==> src/sv/cpack_pkg.sv <==
// ----------------------------------------------------------------------------
// cpack_pkg
// types and code constants shared by the cache-line word compressor
// ----------------------------------------------------------------------------
package cpack_pkg;

  localparam int WORD_W = 32;
  localparam int BYTE_W = 8;
  localparam int IDX_W  = 4;
  localparam int CODE_W = 34;
  localparam int RES_W  = 7;
  localparam int RCNT_W = 3;
  localparam int ACC_W  = CODE_W + RES_W;
  localparam int TOT_W  = 6;
  localparam int BCNT_W = 3;

  localparam logic [3:0] PFX_ZERO = 4'd0;
  localparam logic [3:0] PFX_ZEXT = 4'd11;
  localparam logic [3:0] PFX_FULL = 4'd1;
  localparam logic [3:0] PFX_TOP3 = 4'd7;
  localparam logic [3:0] PFX_TOP2 = 4'd3;
  localparam logic [3:0] PFX_LIT  = 4'd2;

  localparam logic [TOT_W-1:0] LEN_ZERO = 6'd2;
  localparam logic [TOT_W-1:0] LEN_ZEXT = 6'd12;
  localparam logic [TOT_W-1:0] LEN_FULL = 6'd6;
  localparam logic [TOT_W-1:0] LEN_TOP3 = 6'd16;
  localparam logic [TOT_W-1:0] LEN_TOP2 = 6'd24;
  localparam logic [TOT_W-1:0] LEN_LIT  = 6'd34;

  typedef enum logic [2:0] {
    CODE_ZERO,
    CODE_ZEXT,
    CODE_FULL,
    CODE_TOP3,
    CODE_TOP2,
    CODE_LIT
  } code_kind_t;

  typedef struct packed {
    code_kind_t       kind;
    logic [IDX_W-1:0] idx;
  } match_t;

  typedef struct packed {
    logic hi;
    logic mid;
    logic lo;
  } cell_hit_t;

endpackage

==> src/sv/cpack_cell.sv <==
// ----------------------------------------------------------------------------
// cpack_cell
// one dictionary entry: shifts toward the older end on a push and compares
// its entry against the incoming word
// ----------------------------------------------------------------------------
module cpack_cell import cpack_pkg::*; (
  input  logic              clk,
  input  logic              shift_en,
  input  logic [WORD_W-1:0] entry_in,
  input  logic [WORD_W-1:0] data_word,
  output logic [WORD_W-1:0] entry_out,
  output cell_hit_t         hit
);

  logic [WORD_W-1:0] entry;

  always_ff @(posedge clk) begin
    if (shift_en) begin
      entry <= entry_in;
    end
  end

  assign entry_out = entry;
  assign hit.hi    = (entry[31:16] == data_word[31:16]);
  assign hit.mid   = (entry[15:8] == data_word[15:8]);
  assign hit.lo    = (entry[7:0] == data_word[7:0]);

endmodule

==> src/sv/cpack_dict.sv <==
// ----------------------------------------------------------------------------
// cpack_dict
// row of dictionary cells, newest entry in cell 0, with best-match select
// ----------------------------------------------------------------------------
module cpack_dict import cpack_pkg::*; #(
  parameter int DICT_ENTRIES = 16
) (
  input  logic              clk,
  input  logic              rst,
  input  logic              load,
  input  logic              block_start,
  input  logic [WORD_W-1:0] data_word,
  output match_t            match
);

  localparam int FW = $clog2(DICT_ENTRIES + 1);
  localparam int KW = $clog2(DICT_ENTRIES);

  logic [FW-1:0]           fill;
  logic [FW-1:0]           fill_eff;
  logic [FW-1:0]           fill_next;
  logic [WORD_W-1:0]       entries [DICT_ENTRIES];
  cell_hit_t               hits    [DICT_ENTRIES];
  logic [DICT_ENTRIES-1:0] m2;
  logic [DICT_ENTRIES-1:0] m3;
  logic [DICT_ENTRIES-1:0] m4;
  logic                    is_zero;
  logic                    is_zext;
  logic                    push;
  logic [KW-1:0]           sel;

  function automatic logic [KW-1:0] top_bit(input logic [DICT_ENTRIES-1:0] m);
    logic [KW-1:0] r;
    r = '0;
    for (int k = 0; k < DICT_ENTRIES; k++) begin
      if (m[k]) r = KW'(k);
    end
    return r;
  endfunction

  assign fill_eff = block_start ? '0 : fill;
  assign is_zero  = (data_word == '0);
  assign is_zext  = !is_zero && (data_word[31:8] == '0);
  assign push     = load && !is_zero && !is_zext;

  for (genvar k = 0; k < DICT_ENTRIES; k++) begin : g_cell
    logic [WORD_W-1:0] prev;
    if (k == 0) begin : g_head
      assign prev = data_word;
    end else begin : g_body
      assign prev = entries[k-1];
    end
    cpack_cell u_cell (
      .clk      (clk),
      .shift_en (push),
      .entry_in (prev),
      .data_word(data_word),
      .entry_out(entries[k]),
      .hit      (hits[k])
    );
    assign m2[k] = (FW'(k) < fill_eff) && hits[k].hi;
    assign m3[k] = m2[k] && hits[k].mid;
    assign m4[k] = m3[k] && hits[k].lo;
  end

  always_comb begin
    if (m4 != '0) begin
      sel = top_bit(m4);
    end else if (m3 != '0) begin
      sel = top_bit(m3);
    end else begin
      sel = top_bit(m2);
    end
    match.idx = IDX_W'(fill_eff) - IDX_W'(1) - IDX_W'(sel);
    if (is_zero) begin
      match.kind = CODE_ZERO;
    end else if (is_zext) begin
      match.kind = CODE_ZEXT;
    end else if (m4 != '0) begin
      match.kind = CODE_FULL;
    end else if (m3 != '0) begin
      match.kind = CODE_TOP3;
    end else if (m2 != '0) begin
      match.kind = CODE_TOP2;
    end else begin
      match.kind = CODE_LIT;
    end
  end

  always_comb begin
    fill_next = fill_eff;
    if (push && fill_eff != FW'(DICT_ENTRIES)) begin
      fill_next = fill_eff + FW'(1);
    end
  end

  always_ff @(posedge clk) begin
    if (rst) begin
      fill <= '0;
    end else if (load) begin
      fill <= fill_next;
    end
  end

endmodule

==> src/sv/cpack_packer.sv <==
// ----------------------------------------------------------------------------
// cpack_packer
// builds the code for a word, merges it with residual bits and sends
// the completed bytes one beat at a time
// ----------------------------------------------------------------------------
module cpack_packer import cpack_pkg::*; (
  input  logic              clk,
  input  logic              rst,
  input  logic              load,
  input  logic              last_word,
  input  match_t            match,
  input  logic [WORD_W-1:0] data_word,
  output logic              busy,
  output logic              out_valid,
  input  logic              out_ready,
  output logic [BYTE_W-1:0] out_byte,
  output logic              item_last,
  output logic              block_end
);

  logic [RES_W-1:0]  res;
  logic [RCNT_W-1:0] rcnt;
  logic [ACC_W-1:0]  acc;
  logic [BCNT_W-1:0] cnt;
  logic              last_q;
  logic [CODE_W-1:0] code;
  logic [TOT_W-1:0]  nbits;
  logic [ACC_W-1:0]  acc_next;
  logic [TOT_W-1:0]  total;
  logic [BCNT_W-1:0] nfull;
  logic [BCNT_W-1:0] cnt_next;
  logic [ACC_W-1:0]  rest;

  always_comb begin
    unique case (match.kind)
      CODE_ZERO: begin
        code  = CODE_W'(PFX_ZERO);
        nbits = LEN_ZERO;
      end
      CODE_ZEXT: begin
        code  = CODE_W'(PFX_ZEXT) | (CODE_W'(data_word[7:0]) << 4);
        nbits = LEN_ZEXT;
      end
      CODE_FULL: begin
        code  = CODE_W'(PFX_FULL) | (CODE_W'(match.idx) << 2);
        nbits = LEN_FULL;
      end
      CODE_TOP3: begin
        code  = CODE_W'(PFX_TOP3) | (CODE_W'(match.idx) << 4)
              | (CODE_W'(data_word[7:0]) << 8);
        nbits = LEN_TOP3;
      end
      CODE_TOP2: begin
        code  = CODE_W'(PFX_TOP2) | (CODE_W'(match.idx) << 4)
              | (CODE_W'(data_word[15:0]) << 8);
        nbits = LEN_TOP2;
      end
      CODE_LIT: begin
        code  = CODE_W'(PFX_LIT) | (CODE_W'(data_word) << 2);
        nbits = LEN_LIT;
      end
      default: begin
        code  = '0;
        nbits = LEN_ZERO;
      end
    endcase
  end

  assign acc_next = ACC_W'(res) | (ACC_W'(code) << rcnt);
  assign total    = TOT_W'(rcnt) + nbits;
  assign nfull    = total[TOT_W-1:3];
  assign cnt_next = nfull + BCNT_W'(last_word && total[2:0] != '0);
  assign rest     = acc_next >> {nfull, 3'b000};

  assign busy      = (cnt != '0);
  assign out_valid = busy;
  assign out_byte  = acc[BYTE_W-1:0];
  assign item_last = (cnt == BCNT_W'(1));
  assign block_end = item_last && last_q;

  always_ff @(posedge clk) begin
    if (rst) begin
      cnt  <= '0;
      res  <= '0;
      rcnt <= '0;
    end else if (load) begin
      cnt  <= cnt_next;
      res  <= last_word ? '0 : rest[RES_W-1:0];
      rcnt <= last_word ? '0 : total[RCNT_W-1:0];
    end else if (out_valid && out_ready) begin
      cnt <= cnt - BCNT_W'(1);
    end
  end

  always_ff @(posedge clk) begin
    if (load) begin
      acc    <= acc_next;
      last_q <= last_word;
    end else if (out_valid && out_ready) begin
      acc <= acc >> BYTE_W;
    end
  end

endmodule

==> src/sv/cpack_bitstream_compressor_top.sv <==
// ----------------------------------------------------------------------------
// cpack_bitstream_compressor_top
// compresses blocks of 32-bit words into a packed byte stream
// ----------------------------------------------------------------------------
//  channel | direction | handshake           | payload
//  in      | input     | in_valid / in_ready   | data_word[31:0]
//  out     | output    | out_valid / out_ready | out_byte[7:0], item_last, block_end
//
// a word is taken when in_valid and in_ready are high; its bytes (0 to 6) then
// leave one per beat from the byte register, holding while out_ready is low
// in_ready stays low while bytes of the previous word are pending
// dictionary match, code build and merge all happen in the accept cycle
// reset clears the word position, dictionary fill and residual bits
module cpack_bitstream_compressor_top import cpack_pkg::*; #(
  parameter int DICT_ENTRIES    = 16,
  parameter int WORDS_PER_BLOCK = 16
) (
  input  logic              clk,
  input  logic              rst,
  input  logic              in_valid,
  output logic              in_ready,
  input  logic [WORD_W-1:0] data_word,
  output logic              out_valid,
  input  logic              out_ready,
  output logic [BYTE_W-1:0] out_byte,
  output logic              item_last,
  output logic              block_end
);

  localparam int PW = (WORDS_PER_BLOCK > 1) ? $clog2(WORDS_PER_BLOCK) : 1;

  logic [PW-1:0] pos;
  logic [PW-1:0] pos_next;
  logic          load;
  logic          last_word;
  logic          busy;
  match_t        match;

  assign in_ready  = !busy;
  assign load      = in_valid && in_ready;
  assign last_word = (pos == PW'(WORDS_PER_BLOCK - 1));
  assign pos_next  = last_word ? '0 : pos + PW'(1);

  always_ff @(posedge clk) begin
    if (rst) begin
      pos <= '0;
    end else if (load) begin
      pos <= pos_next;
    end
  end

  cpack_dict #(
    .DICT_ENTRIES(DICT_ENTRIES)
  ) u_dict (
    .clk        (clk),
    .rst        (rst),
    .load       (load),
    .block_start(pos == '0),
    .data_word  (data_word),
    .match      (match)
  );

  cpack_packer u_packer (
    .clk      (clk),
    .rst      (rst),
    .load     (load),
    .last_word(last_word),
    .match    (match),
    .data_word(data_word),
    .busy     (busy),
    .out_valid(out_valid),
    .out_ready(out_ready),
    .out_byte (out_byte),
    .item_last(item_last),
    .block_end(block_end)
  );

endmodule
==> config.mk <==
export PLATFORM = sky130hd
export DESIGN_NAME = cpack_bitstream_compressor_top
export DESIGN_NICKNAME = d
export VERILOG_FILES = /design/src/sv/cpack_pkg.sv /design/src/sv/cpack_cell.sv /design/src/sv/cpack_dict.sv /design/src/sv/cpack_packer.sv /design/src/sv/cpack_bitstream_compressor_top.sv
export SDC_FILE = /design/constraint.sdc
export NUM_CORES = 1
export LEC_CHECK = 0
export BUFFER_PORTS_ARGS = -buffer_cell sky130_fd_sc_hd__buf_2
export CAP_MARGIN = 5
export CORE_MARGIN = 5
export CORE_UTILIZATION = 63
export CTS_BUF_LIST = sky130_fd_sc_hd__clkbuf_4 sky130_fd_sc_hd__clkbuf_8 sky130_fd_sc_hd__clkbuf_16
export DETAILED_ROUTE_END_ITERATION = 6
export MAX_ROUTING_LAYER = met4
export PLACE_DENSITY = 0.78
export SETUP_SLACK_MARGIN = 0.5
export SYNTH_ARGS = -nofsm -noshare
export SYNTH_HDL_FRONTEND = slang
export SYNTH_SLANG_ARGS = --single-unit
==> constraint.sdc <==
create_clock -name clk -period 30.9 [get_ports clk]
set_clock_uncertainty 0.15 [all_clocks]
set_input_delay 3.09 -clock clk [delete_from_list [all_inputs] [get_ports clk]]
set_output_delay 3.09 -clock clk [all_outputs]
set_load 0.03 [all_outputs]
# Yosys cells after proc, flatten, opt, wreduce, memory -nomap -nowiden
# Cells that the tools add are included.
# Widths: inputs -> output; s select.
[op_classes] n_addsub=7 order_cmp=16 eq_ne=56 shifts=2 n_mux=63 bitwise_logic=3 reduce_logical=68
[op_table] operator="$eq 16x16->1" count=16
[op_table] operator="$eq 8x8->1" count=32
[op_table] operator="$pmux 34 s5" count=1
[op_table] operator="$mux 4" count=27
[op_table] operator="$mux 41" count=2
[op_table] operator="$mux 3" count=19
[op_table] operator="$logic_and 1x1->1" count=56
[op_table] operator="$reduce_bool 16->1" count=3
[op_table] operator="$or 7x41->41" count=1
[op_table] operator="$shl 34x3->41" count=1
[op_table] operator="$shr 41x6->7" count=1
[op_table] operator="$lt 4x5->1 const A" count=8
[op_table] operator="$logic_not 32->1" count=1
[op_table] operator="$pmux 6 s5" count=1
[op_table] operator="$logic_not 24->1" count=1
[op_table] operator="$or 8x24->24" count=1
[op_table] operator="$lt 3x5->1 const A" count=4
[op_table] operator="$or 8x16->16" count=1
[op_table] operator="$mux 2" count=6
[op_table] operator="$lt 1x5->1 const A" count=2
[op_table] operator="$lt 2x5->1 const A" count=2
[op_table] operator="$mux 5" count=2
[op_table] operator="$mux 7" count=1
[op_table] operator="$add 3x6->6" count=1
[op_table] operator="other kinds (16)" count=25
[word_totals] register_bits=576 output_inout_bits=12 elab_cells=238

# Logic depth before layout (Yosys ltp)
# Gate-level depths: netlist (run 1).
[logic_depth] word_depth=29 depth_mapped=28

# Cells and area by module
# From an unflattened synthesis (run 1), not the netlist that was laid out.
[unflattened] cells_unflattened=1955 hier_area_um2=27251.1
[by_module_without_submodules] module="cpack_cell" instances=16 cells_each=75 area_per_inst_um2=1311.3
[by_module_without_submodules] module="cpack_packer" instances=1 cells_each=477 area_per_inst_um2=4403.0
[by_module_without_submodules] module="cpack_dict" instances=1 cells_each=252 area_per_inst_um2=1637.8
[by_module_without_submodules] module="cpack_bitstream_compressor_top" instances=1 cells_each=26 area_per_inst_um2=230.2

# Worst setup path after synthesis (run 1)
# Ideal clock, no wire load.
[synth_path] kind="input to register" from="input data_word[31]" to="register u_dict.fill[1]" setup_ns=0.128 arrival_time_ns=27.675 setup_slack_ns=2.947 path_stages=11 path_buffers=3 path_cell_list="buf_4 -> buf_6 -> nor4_1 -> nand4_1 -> nor2_1 -> clkbuf_1 -> nor2_1 -> o41a_1 -> o21ai_0 -> a22oi_1 -> nor2_1"
[synth_via] elab_chain_cells=7
[synth_lines] item="from (decl)" line_no="cpack_bitstream_compressor_top.sv:22" text="input logic [WORD_W-1:0] data_word,"
[synth_lines] item="$logic_not 32->1" line_no="cpack_dict.sv:42" text="assign is_zero = (data_word == '0);"
[synth_lines] item="$logic_not 1->1" line_no="cpack_dict.sv:43, cpack_dict.sv:44"
[synth_lines] item="$logic_and 1x1->1" line_no="cpack_dict.sv:43" text="assign is_zext = !is_zero && (data_word[31:8] == '0);"
[synth_lines] item="$logic_not 1->1" line_no="cpack_dict.sv:44" text="assign push = load && !is_zero && !is_zext;"
[synth_lines] item="$logic_and 1x1->1 *" line_no="cpack_dict.sv:44"
[synth_lines] item="net u_dict.g_cell[0].u_cell.shift_en" line_no="cpack_cell.sv:8" text="input logic shift_en,"
[synth_lines] item="$logic_and 1x1->1 *" line_no="cpack_dict.sv:92" text="if (push && fill_eff != FW'(DICT_ENTRIES)) begin"
[synth_lines] item="$mux 5 *" line_no="cpack_dict.sv:92"
[synth_lines] item="to (signal assigned)" line_no="cpack_dict.sv:101" text="fill <= fill_next;"
[synth_lines] item="to (decl)" line_no="cpack_dict.sv:19" text="logic [FW-1:0] fill;"
# Mark *: on every way through the listed nets, which the timed path passes. The rest lies on a longest branch.
# A chain may end at the register's enable or synchronous reset.

# Worst setup path after layout (run 1)
[layout_path] from="input data_word[30]" to="register u_packer.res[5]"
[layout_via] elab_chain_cells=27
[layout_lines] item="$eq 16x16->1" line_no="cpack_cell.sv:24" text="assign hit.hi = (entry[31:16] == data_word[31:16]);"
[layout_lines] item="$logic_and 1x1->1" line_no="cpack_dict.sv:61" text="assign m2[k] = (FW'(k) < fill_eff) && hits[k].hi;"
[layout_lines] item="$logic_and 1x1->1" line_no="cpack_dict.sv:62" text="assign m3[k] = m2[k] && hits[k].mid;"
[layout_lines] item="$mux 1 / $logic_and 1x1->1 (equally long branches)" line_no="cpack_dict.sv:36, cpack_dict.sv:63"
[layout_lines] item="$mux 2 / $mux 1 (equally long branches)" line_no="cpack_dict.sv:36" text="if (m[k]) r = KW'(k);"
[layout_lines] item="$mux 2" line_no="cpack_dict.sv:36"
[layout_lines] item="$mux 3 / $mux 2 (equally long branches)" line_no="cpack_dict.sv:36"
[layout_lines] item="$mux 3 (3 in series)" line_no="cpack_dict.sv:36"
[layout_lines] item="(+9 left out)"
[layout_lines] item="$mux 4" line_no="cpack_dict.sv:67" text="if (m4 != '0) begin"
[layout_lines] item="$sub 4x4->4" line_no="cpack_dict.sv:74" text="match.idx = IDX_W'(fill_eff) - IDX_W'(1) - IDX_W'(sel);"
[layout_lines] item="$or 8x24->24 / $or 8x16->16 (equally long branches)" line_no="cpack_packer.sv:55, cpack_packer.sv:50"
[layout_lines] item="$pmux 34 s5" line_no="cpack_packer.sv:35" text="unique case (match.kind)"
[layout_lines] item="$shl 34x3->41" line_no="cpack_packer.sv:69" text="assign acc_next = ACC_W'(res) | (ACC_W'(code) << rcnt);"
[layout_lines] item="$or 7x41->41" line_no="cpack_packer.sv:69"
[layout_lines] item="$shr 41x6->7 *" line_no="cpack_packer.sv:73" text="assign rest = acc_next >> {nfull, 3'b000};"
[layout_lines] item="$mux 7 *" line_no="cpack_packer.sv:88" text="res <= last_word ? '0 : rest[RES_W-1:0];"
[layout_lines] item="to (signal assigned)" line_no="cpack_packer.sv:88"
[layout_lines] item="to (decl)" line_no="cpack_packer.sv:21" text="logic [RES_W-1:0] res;"
# Every way passes the cells marked *; elsewhere a longest branch is shown, timed or not.

==> run summary, run 1 <==
number of DRC violations after detailed routing = 0
critical-path cell list = buf_2 > xnor2_1 > nand4_1 > nor4_1 > nand3_1 > a211o_1 > a311oi_1 > o31ai_1 > a311o_1 > and4b_1 > ha_1 > a21o_1 > a21oi_1 > xor2_1 > o21ai_0 > o21ai_0 > a21oi_1 > a221oi_1 > a211oi_1 > and2_1 > a211o_1 > a211oi_2
Crit-path slowest cell = sky130_fd_sc_hd__nor4_1
CTS Hold Buffers Added = 0
WL per Instance = 23.0 microns
initial standard-cell utilization of the core = 64.0%
Synth Warn # = 0
Synth top area share = 60.1%
R2R depth = 23
FFs w/ async S/R, synth = 0%
setup violators final = 0
critical path peak fanout = 21
Synth cell types = 102
Worst Setup End Kind = register
Crit path arrival time = 8.90 ns
dpl hpwl = 41900 microns
number of synthesized register bits = 575
global-route wire length before repair = 95300 microns
class of the most critical setup path = in2reg
latest clock arrival within the worst-skew pair = 0.62 ns
number of antenna violations at the first check in global routing = 0
# Max-Cap Violations = 0
Final Net Count = 2103
count of fill cells added during filler insertion = 2970
maximum frequency from static timing analysis = 0.117 GHz
number of vias after detailed routing = 16700
Iter 0 DRT Violations = 1937
number of input and output port buffers inserted = 47
top library cells by usage in the layout, fill and taps aside = sky130_fd_sc_hd__edfxtp_1 (554), sky130_fd_sc_hd__xor2_1 (355), sky130_fd_sc_hd__xnor2_1 (164)
number of cells on the worst hold path = 0
largest voltage drop on the vdd net = 0.0801 mV
WP data required = 31.28 ns
main area contributors after synthesis = sky130_fd_sc_hd__edfxtp_1 (60%), sky130_fd_sc_hd__xor2_1 (11%), sky130_fd_sc_hd__xnor2_1 (5.2%)
number of placement rows = 76
vias per inst = 6.23
CTS buffer count = 56
number of antenna-violating nets in the routed design = 0
crit start category = input port
transition time at the pin with the least slew margin = 1.15 ns
most used flip-flop cell after synthesis = sky130_fd_sc_hd__edfxtp_1
H-tree level count = 2
cells resized by post-CTS repair = 0
static power due to leakage = 9.91 nW
clock tree from TritonCTS = yes
largest net degree at the start of global routing = 190
normalized max-slew margin = 23.4%
leftover overflow at the end of global routing = 0
final worst slack = 22.38 ns
vias in the first global route = 16900
TritonRoute pass-1 iters = 6
Total Routed Length = 61600 microns
critical path buffer and inverter count = 1
setup repair after global routing missed its margin = no
vertical extent of the die = 220 microns
class of the worst hold path = reg2reg
post-synthesis instance total = 2054
number of sinks handled by clock tree synthesis = 575
layout cells sized above 1 = 10.1%
syn nets = 2105
CP max stage delay = 0.70 ns
Horiz. Die Dim = 220 microns
CTS clock-pin slew for the worst setup and hold paths = 0.07 ns
status = complete, no violations
count of final hold-check violations = 0
antenna diode instance count = 0
setup TNS after final layout = 0 ns
die area = 48300 sq um
sequential cell area fraction in the yosys report = 61.6%
Mapped Avg Cell Area = 13.5 sq um
sequential cell area in the final layout = 17100 sq um
Post-CTS Setup Bufs = 0
number of max-slew violations in the final report = 0
final critical path time including I/O delays and setup = 8.52 ns
global-route usage over all layers = 26.4%
Synth-to-Final Area Change = 7.05%
hold slack = 0.301 ns
core box area = 43300 sq um
maximum buffer depth of the clock tree = 3
number of flops mapped to enable cells by yosys = 554
combined area of the multi-input logic cells = 9710 sq um
Worst path top cell family by delay = compound AO/OA/AOI/OAI gates
io pins = 48
Synth Cell Area = 27700 sq um
gp weighted congestion = 1.00
Final Cycle Share = 27.6%
leading cell type in the layout, fill and taps excluded = sky130_fd_sc_hd__edfxtp_1
cell taking the most area after synthesis = sky130_fd_sc_hd__edfxtp_1
critical path depth = 22
power density over the cells = 89.1 nW/um^2
Clk Tree Root Cell = sky130_fd_sc_hd__clkbuf_16
pre-CTS setup slack = 21.88 ns
[where the power goes]
| group | internal [W] | leakage (nW) | switching (W) |
|---|---|---|---|
| logic | 0.000185 | 3.63 | 0.000382 |
| registers | 0.00126 | 5.41 | 0.000155 |
| clock network | 0.000377 | 0.872 | 0.000283 |
[area by class of cell]
type | instances | share of cell area (%)
tap | 585 | 2.47
clock buffer | 70 | 5.08
clock inverter | 26 | 0.818
multi-input combinational | 1340 | 32.7
sequential | 575 | 57.5
timing repair buffer | 58 | 1.11
inverter | 21 | 0.266
[synth_stat cells (27+ instances only)]
cell type	n
sky130_fd_sc_hd__a21oi_1	54
sky130_fd_sc_hd__buf_4	27
sky130_fd_sc_hd__buf_6	35
sky130_fd_sc_hd__edfxtp_1	554
sky130_fd_sc_hd__nand2_1	140
sky130_fd_sc_hd__nand4_1	51
sky130_fd_sc_hd__nor2_1	89
sky130_fd_sc_hd__nor3_1	28
sky130_fd_sc_hd__nor4_1	110
sky130_fd_sc_hd__o21ai_0	51
sky130_fd_sc_hd__xnor2_1	164
sky130_fd_sc_hd__xor2_1	355
[per-stage QoR]
| stage | std cells | total power (W) | area (sq um) | util, % |
|---|---|---|---|---|
| 6_report | 2675 | 0.00264 | 29700 | 68.5 |
| 5_1_grt | 2675 | 0.00277 | 29700 | 68.5 |
| 4_1_cts | 2675 | 0.00265 | 29700 | 68.5 |
| 3_5_place_dp | 2579 | 0.00199 | 27900 | 64.5 |
| 3_3_place_gp | 2579 | 0.00196 | 27900 | 64.5 |
| 2_1_floorplan | 2054 | 0.00202 | 27700 | - |
[logic make-up after synthesis]
logic type / after synthesis / synth area share [%]
other: 1 / 0.0135
adders and majority gates: 15 / 0.732
xor gates and xnor gates: 520 / 16.5
AOI/OAI and AO/OA: 244 / 6.08
DFF: 575 / 61.6
muxes: 32 / 1.26
and+or+nand+nor: 528 / 10.4
buffers and inverters: 139 / 3.43
[registers in the layout, indices dropped and copies added (netlist names)]
signal / count
u_dict.g_cell.u_cell.entry_out: 512
u_packer.acc: 41
u_packer.res: 7
u_dict.fill: 5
pos: 4
u_packer.cnt: 3
u_packer.rcnt: 2
u_packer.last_q: 1
[final timing paths]
| path | endpoint | slack [ns] | startpoint |
|---|---|---|---|
| worst max-delay path | u_packer.res[5]$_SDFFE_PP0P_ | 22.38 | data_word[30] |
| worst min register to register | u_dict.g_cell[8].u_cell.entry_out[12]$_DFFE_PP_ | 0.30 | u_dict.g_cell[7].u_cell.entry_out[12]$_DFFE_PP_ |
| worst min-delay path | u_dict.g_cell[8].u_cell.entry_out[12]$_DFFE_PP_ | 0.30 | u_dict.g_cell[7].u_cell.entry_out[12]$_DFFE_PP_ |
| worst max register to register | u_packer.res[5]$_SDFFE_PP0P_ | 24.37 | pos[0]$_SDFFE_PP0P_ |
[layer usage]
layer,GRT usage (%),vias to the layer above,share of wire [%]
met2,45.3,626,52
met1,32.3,8316,38
li1,-,7586,-
met3,3.63,147,5.7
met4,10.0,0,4.0
met5,-,-,0
Power figures use the tool's default switching activity.
==> run 2, diff against run 1 <==
- clock period: 30.9 -> 8.09 ns (I/O delays scaled with it)
==> run summary, run 2 (synthesis gave the netlist of run 1 again) <==
status = complete, no violations (unchanged)
vertical extent of the die = 220 microns (unchanged)
Worst path top cell family by delay = compound AO/OA/AOI/OAI gates (unchanged)
setup repair after global routing missed its margin = no (unchanged)
top library cells by usage in the layout, fill and taps aside = sky130_fd_sc_hd__edfxtp_1 (554), sky130_fd_sc_hd__xor2_1 (355), sky130_fd_sc_hd__xnor2_1 (164) (unchanged)
core box area = 43300 sq um (unchanged)
Total Routed Length = 60500 microns (was 61600 microns)
Final Cycle Share = 80.1%
clock tree from TritonCTS = yes (unchanged)
number of flip-flops under the largest register name = 512 (unchanged)
sequential share of power = 53.2% (was 53.6%)
leading cell type in the layout, fill and taps excluded = sky130_fd_sc_hd__edfxtp_1 (unchanged)
Crit path arrival time = 6.86 ns (was 8.90 ns)
global-route wire length before repair = 93800 microns (was 95300 microns)
latest clock arrival within the worst-skew pair = 0.60 ns (was 0.62 ns)
setup violators final = 0 (unchanged)
class of the most critical setup path = reg2reg (was in2reg)
power density over the cells = 341 nW/um^2 (was 89.1 nW/um^2)
largest voltage drop on the vdd net = 0.345 mV (was 0.0801 mV)
layout cells sized above 1 = 9.89% (was 10.1%)
hold slack = 0.316 ns (was 0.301 ns)
maximum buffer depth of the clock tree = 3 (unchanged)
Post-CTS Setup Bufs = 0 (unchanged)
Crit-path slowest cell = sky130_fd_sc_hd__nor3b_4 (was sky130_fd_sc_hd__nor4_1)
global-route usage over all layers = 25.9% (was 26.4%)
number of antenna violations at the first check in global routing = 0 (unchanged)
largest net degree at the start of global routing = 188 (was 190)
final critical path time including I/O delays and setup = 6.48 ns
class of the worst hold path = reg2reg (unchanged)
fraction of power consumed by the clock network = 25.6% (was 25.0%)
maximum frequency from static timing analysis = 0.154 GHz
critical path buffer and inverter count = 1 (unchanged)
number of DRC violations after detailed routing = 0 (unchanged)
Finished Core Util = 68.8% (was 68.5%)
H-tree level count = 2 (unchanged)
Horiz. Die Dim = 220 microns (unchanged)
Highest Signal Layer = met4 (unchanged)
vias per inst = 6.18 (was 6.23)
final worst slack = 1.61 ns (was 22.38 ns)
TritonRoute pass-1 iters = 6 (unchanged)
initial standard-cell utilization of the core = 64.0% (unchanged)
crit start category = register (was input port)
Worst Setup End Kind = register (unchanged)
number of placement rows = 76 (unchanged)
count of final hold-check violations = 0 (unchanged)
dpl hpwl = 41300 microns (was 41900 microns)
Final Net Count = 2101 (was 2103)
die area = 48300 sq um (unchanged)
CTS buffer count = 56 (unchanged)
Synth-to-Final Area Change = 7.43% (was 7.05%)
critical path peak fanout = 16 (was 21)
instance area after placement = 27900 sq um (about the same)
normalized max-slew margin = 25.6% (was 23.4%)
vias in the first global route = 16800 (was 16900)
# Max-Cap Violations = 0 (unchanged)
number of vias after detailed routing = 16600 (was 16700)
leftover overflow at the end of global routing = 0 (unchanged)
switching power share of the total = 30.7% (was 31.0%)
CTS Hold Buffers Added = 0 (unchanged)
pre-CTS setup slack = 1.37 ns (was 21.88 ns)
met3 routed wirelength = 3100 microns (was 3500 microns)
Metal-1 WL = 23400 microns (was 23700 microns)
WP data required = 8.46 ns (was 31.28 ns)
Iter 0 DRT Violations = 1746 (was 1937)
critical-path cell list = inv_1 > ha_1 > nor3b_4 > nor3_1 > nand4_1 > nor2_1 > a2111oi_1 > nand4bb_1 > a2111oi_0 > a311o_1 > and4b_1 > ha_1 > a21o_1 > a21oi_1 > xor2_1 > o21ai_0 > o21ai_0 > a21oi_1 > a221oi_1 > a211oi_1 > and2_1 > a211o_1 > a211oi_2 (was buf_2 > xnor2_1 > nand4_1 > nor4_1 > nand3_1 > a211o_1 > a311oi_1 > o31ai_1 > a311o_1 > and4b_1 > ha_1 > a21o_1 > a21oi_1 > xor2_1 > o21ai_0 > o21ai_0 > a21oi_1 > a221oi_1 > a211oi_1 > and2_1 > a211o_1 > a211oi_2)
WL per Instance = 22.6 microns (was 23.0 microns)
number of sinks handled by clock tree synthesis = 575 (unchanged)
gp weighted congestion = 0.997 (was 1.00)
met2 routed wirelength = 31600 microns (was 32000 microns)
CTS clock-pin slew for the worst setup and hold paths = 0.06 ns (was 0.07 ns)
internal power = 0.00703 W (was 0.00182 W)
static power due to leakage = 9.95 nW (was 9.91 nW)
Comb pwr share = 21.2% (was 21.5%)
io pins = 48 (unchanged)
cells resized by post-CTS repair = 0 (unchanged)
antenna diode instance count = 0 (unchanged)
number of max-slew violations in the final report = 0 (unchanged)
number of input and output port buffers inserted = 47 (unchanged)
number of antenna-violating nets in the routed design = 0 (unchanged)
power dissipated by switching net loads = 0.00311 W (was 0.000820 W)
area of all placed cells without fillers = 29800 sq um (was 29700 sq um)
Clk Tree Root Cell = sky130_fd_sc_hd__clkbuf_16 (unchanged)
CP max stage delay = 0.85 ns (was 0.70 ns)
transition time at the pin with the least slew margin = 1.12 ns (was 1.15 ns)
==> run 2: cell types whose count changed in the layout (fill, tap and decap cells not counted), sizes merged <==
cell,before,now
clkinv,20,31
clkbuf,70,65
buf,58,56
bufinv,4,6
clkinvlp,2,1
inv,21,20
==> run 2: path summary, 6_finish.rpt <==
kind / from / end / slack (ns) / depth (start not counted)
min: u_dict.g_cell[3].u_cell.entry_out[21]$_DFFE_PP_ / u_dict.g_cell[4].u_cell.entry_out[21]$_DFFE_PP_ / 0.32 / 0
max: pos[0]$_SDFFE_PP0P_ / u_packer.res[5]$_SDFFE_PP0P_ / 1.61 / 23
max reg2reg: pos[0]$_SDFFE_PP0P_ / u_packer.res[5]$_SDFFE_PP0P_ / 1.61 / 23
min reg2reg: u_dict.g_cell[3].u_cell.entry_out[21]$_DFFE_PP_ / u_dict.g_cell[4].u_cell.entry_out[21]$_DFFE_PP_ / 0.32 / 0
==> run 2: layout make-up <==
type                       count  area, sq um
clock buffer                  65         1500
clock inverter                37          337
fill                        2914        13500
inverter                      21         78.8
multi-input combinational   1340         9720
sequential                   575        17100
tap                          585          732
timing repair buffer          56          328
==> run 2: power by group through the flow <==
| stage | Combinational, W | Clock [W] | Sequential [W] |
|---|---|---|---|
| 2_1_floorplan | 0.00167 | 0 | 0.00550 |
| 6_report | 0.00215 | 0.00260 | 0.00540 |
| 5_1_grt | 0.00235 | 0.00278 | 0.00550 |
| 4_1_cts | 0.00217 | 0.00263 | 0.00540 |
| 3_5_place_dp | 0.00215 | 0 | 0.00545 |
| 3_3_place_gp | 0.00210 | 0 | 0.00538 |
==> run 2: metrics by stage <==
| step | TNS [ns] | total power [W] | instances |
|---|---|---|---|
| floorplan | -777.25 | 0.00717 | 2054 |
| global placement | 0 | 0.00747 | 2577 |
| detailed placement | 0 | 0.00760 | 2577 |
| CTS | 0 | 0.0102 | 2679 |
| global route | 0 | 0.0106 | 2679 |
| finish | 0 | 0.0101 | 2679 |
==> run 2: worst reg2reg max path, delay by kind of cell, from the launching register on <==
kind | cells | cell delay, ns
flip-flops | 1 | 0.34
AND/OR/NAND/NOR | 7 | 2.20
AO/OA/AOI/OAI | 12 | 2.95
XOR/XNOR | 1 | 0.26
adder cells (fa/ha/maj) | 2 | 0.41
buffers and inverters | 1 | 0.09
==> run 2: layer usage <==
layer  up-vias  global-route usage [%]
li1       7608                       -
met1      8254                    30.9
met2       555                    45.1
met3       140                    3.38
met4         0                    10.3
met5         -                       -
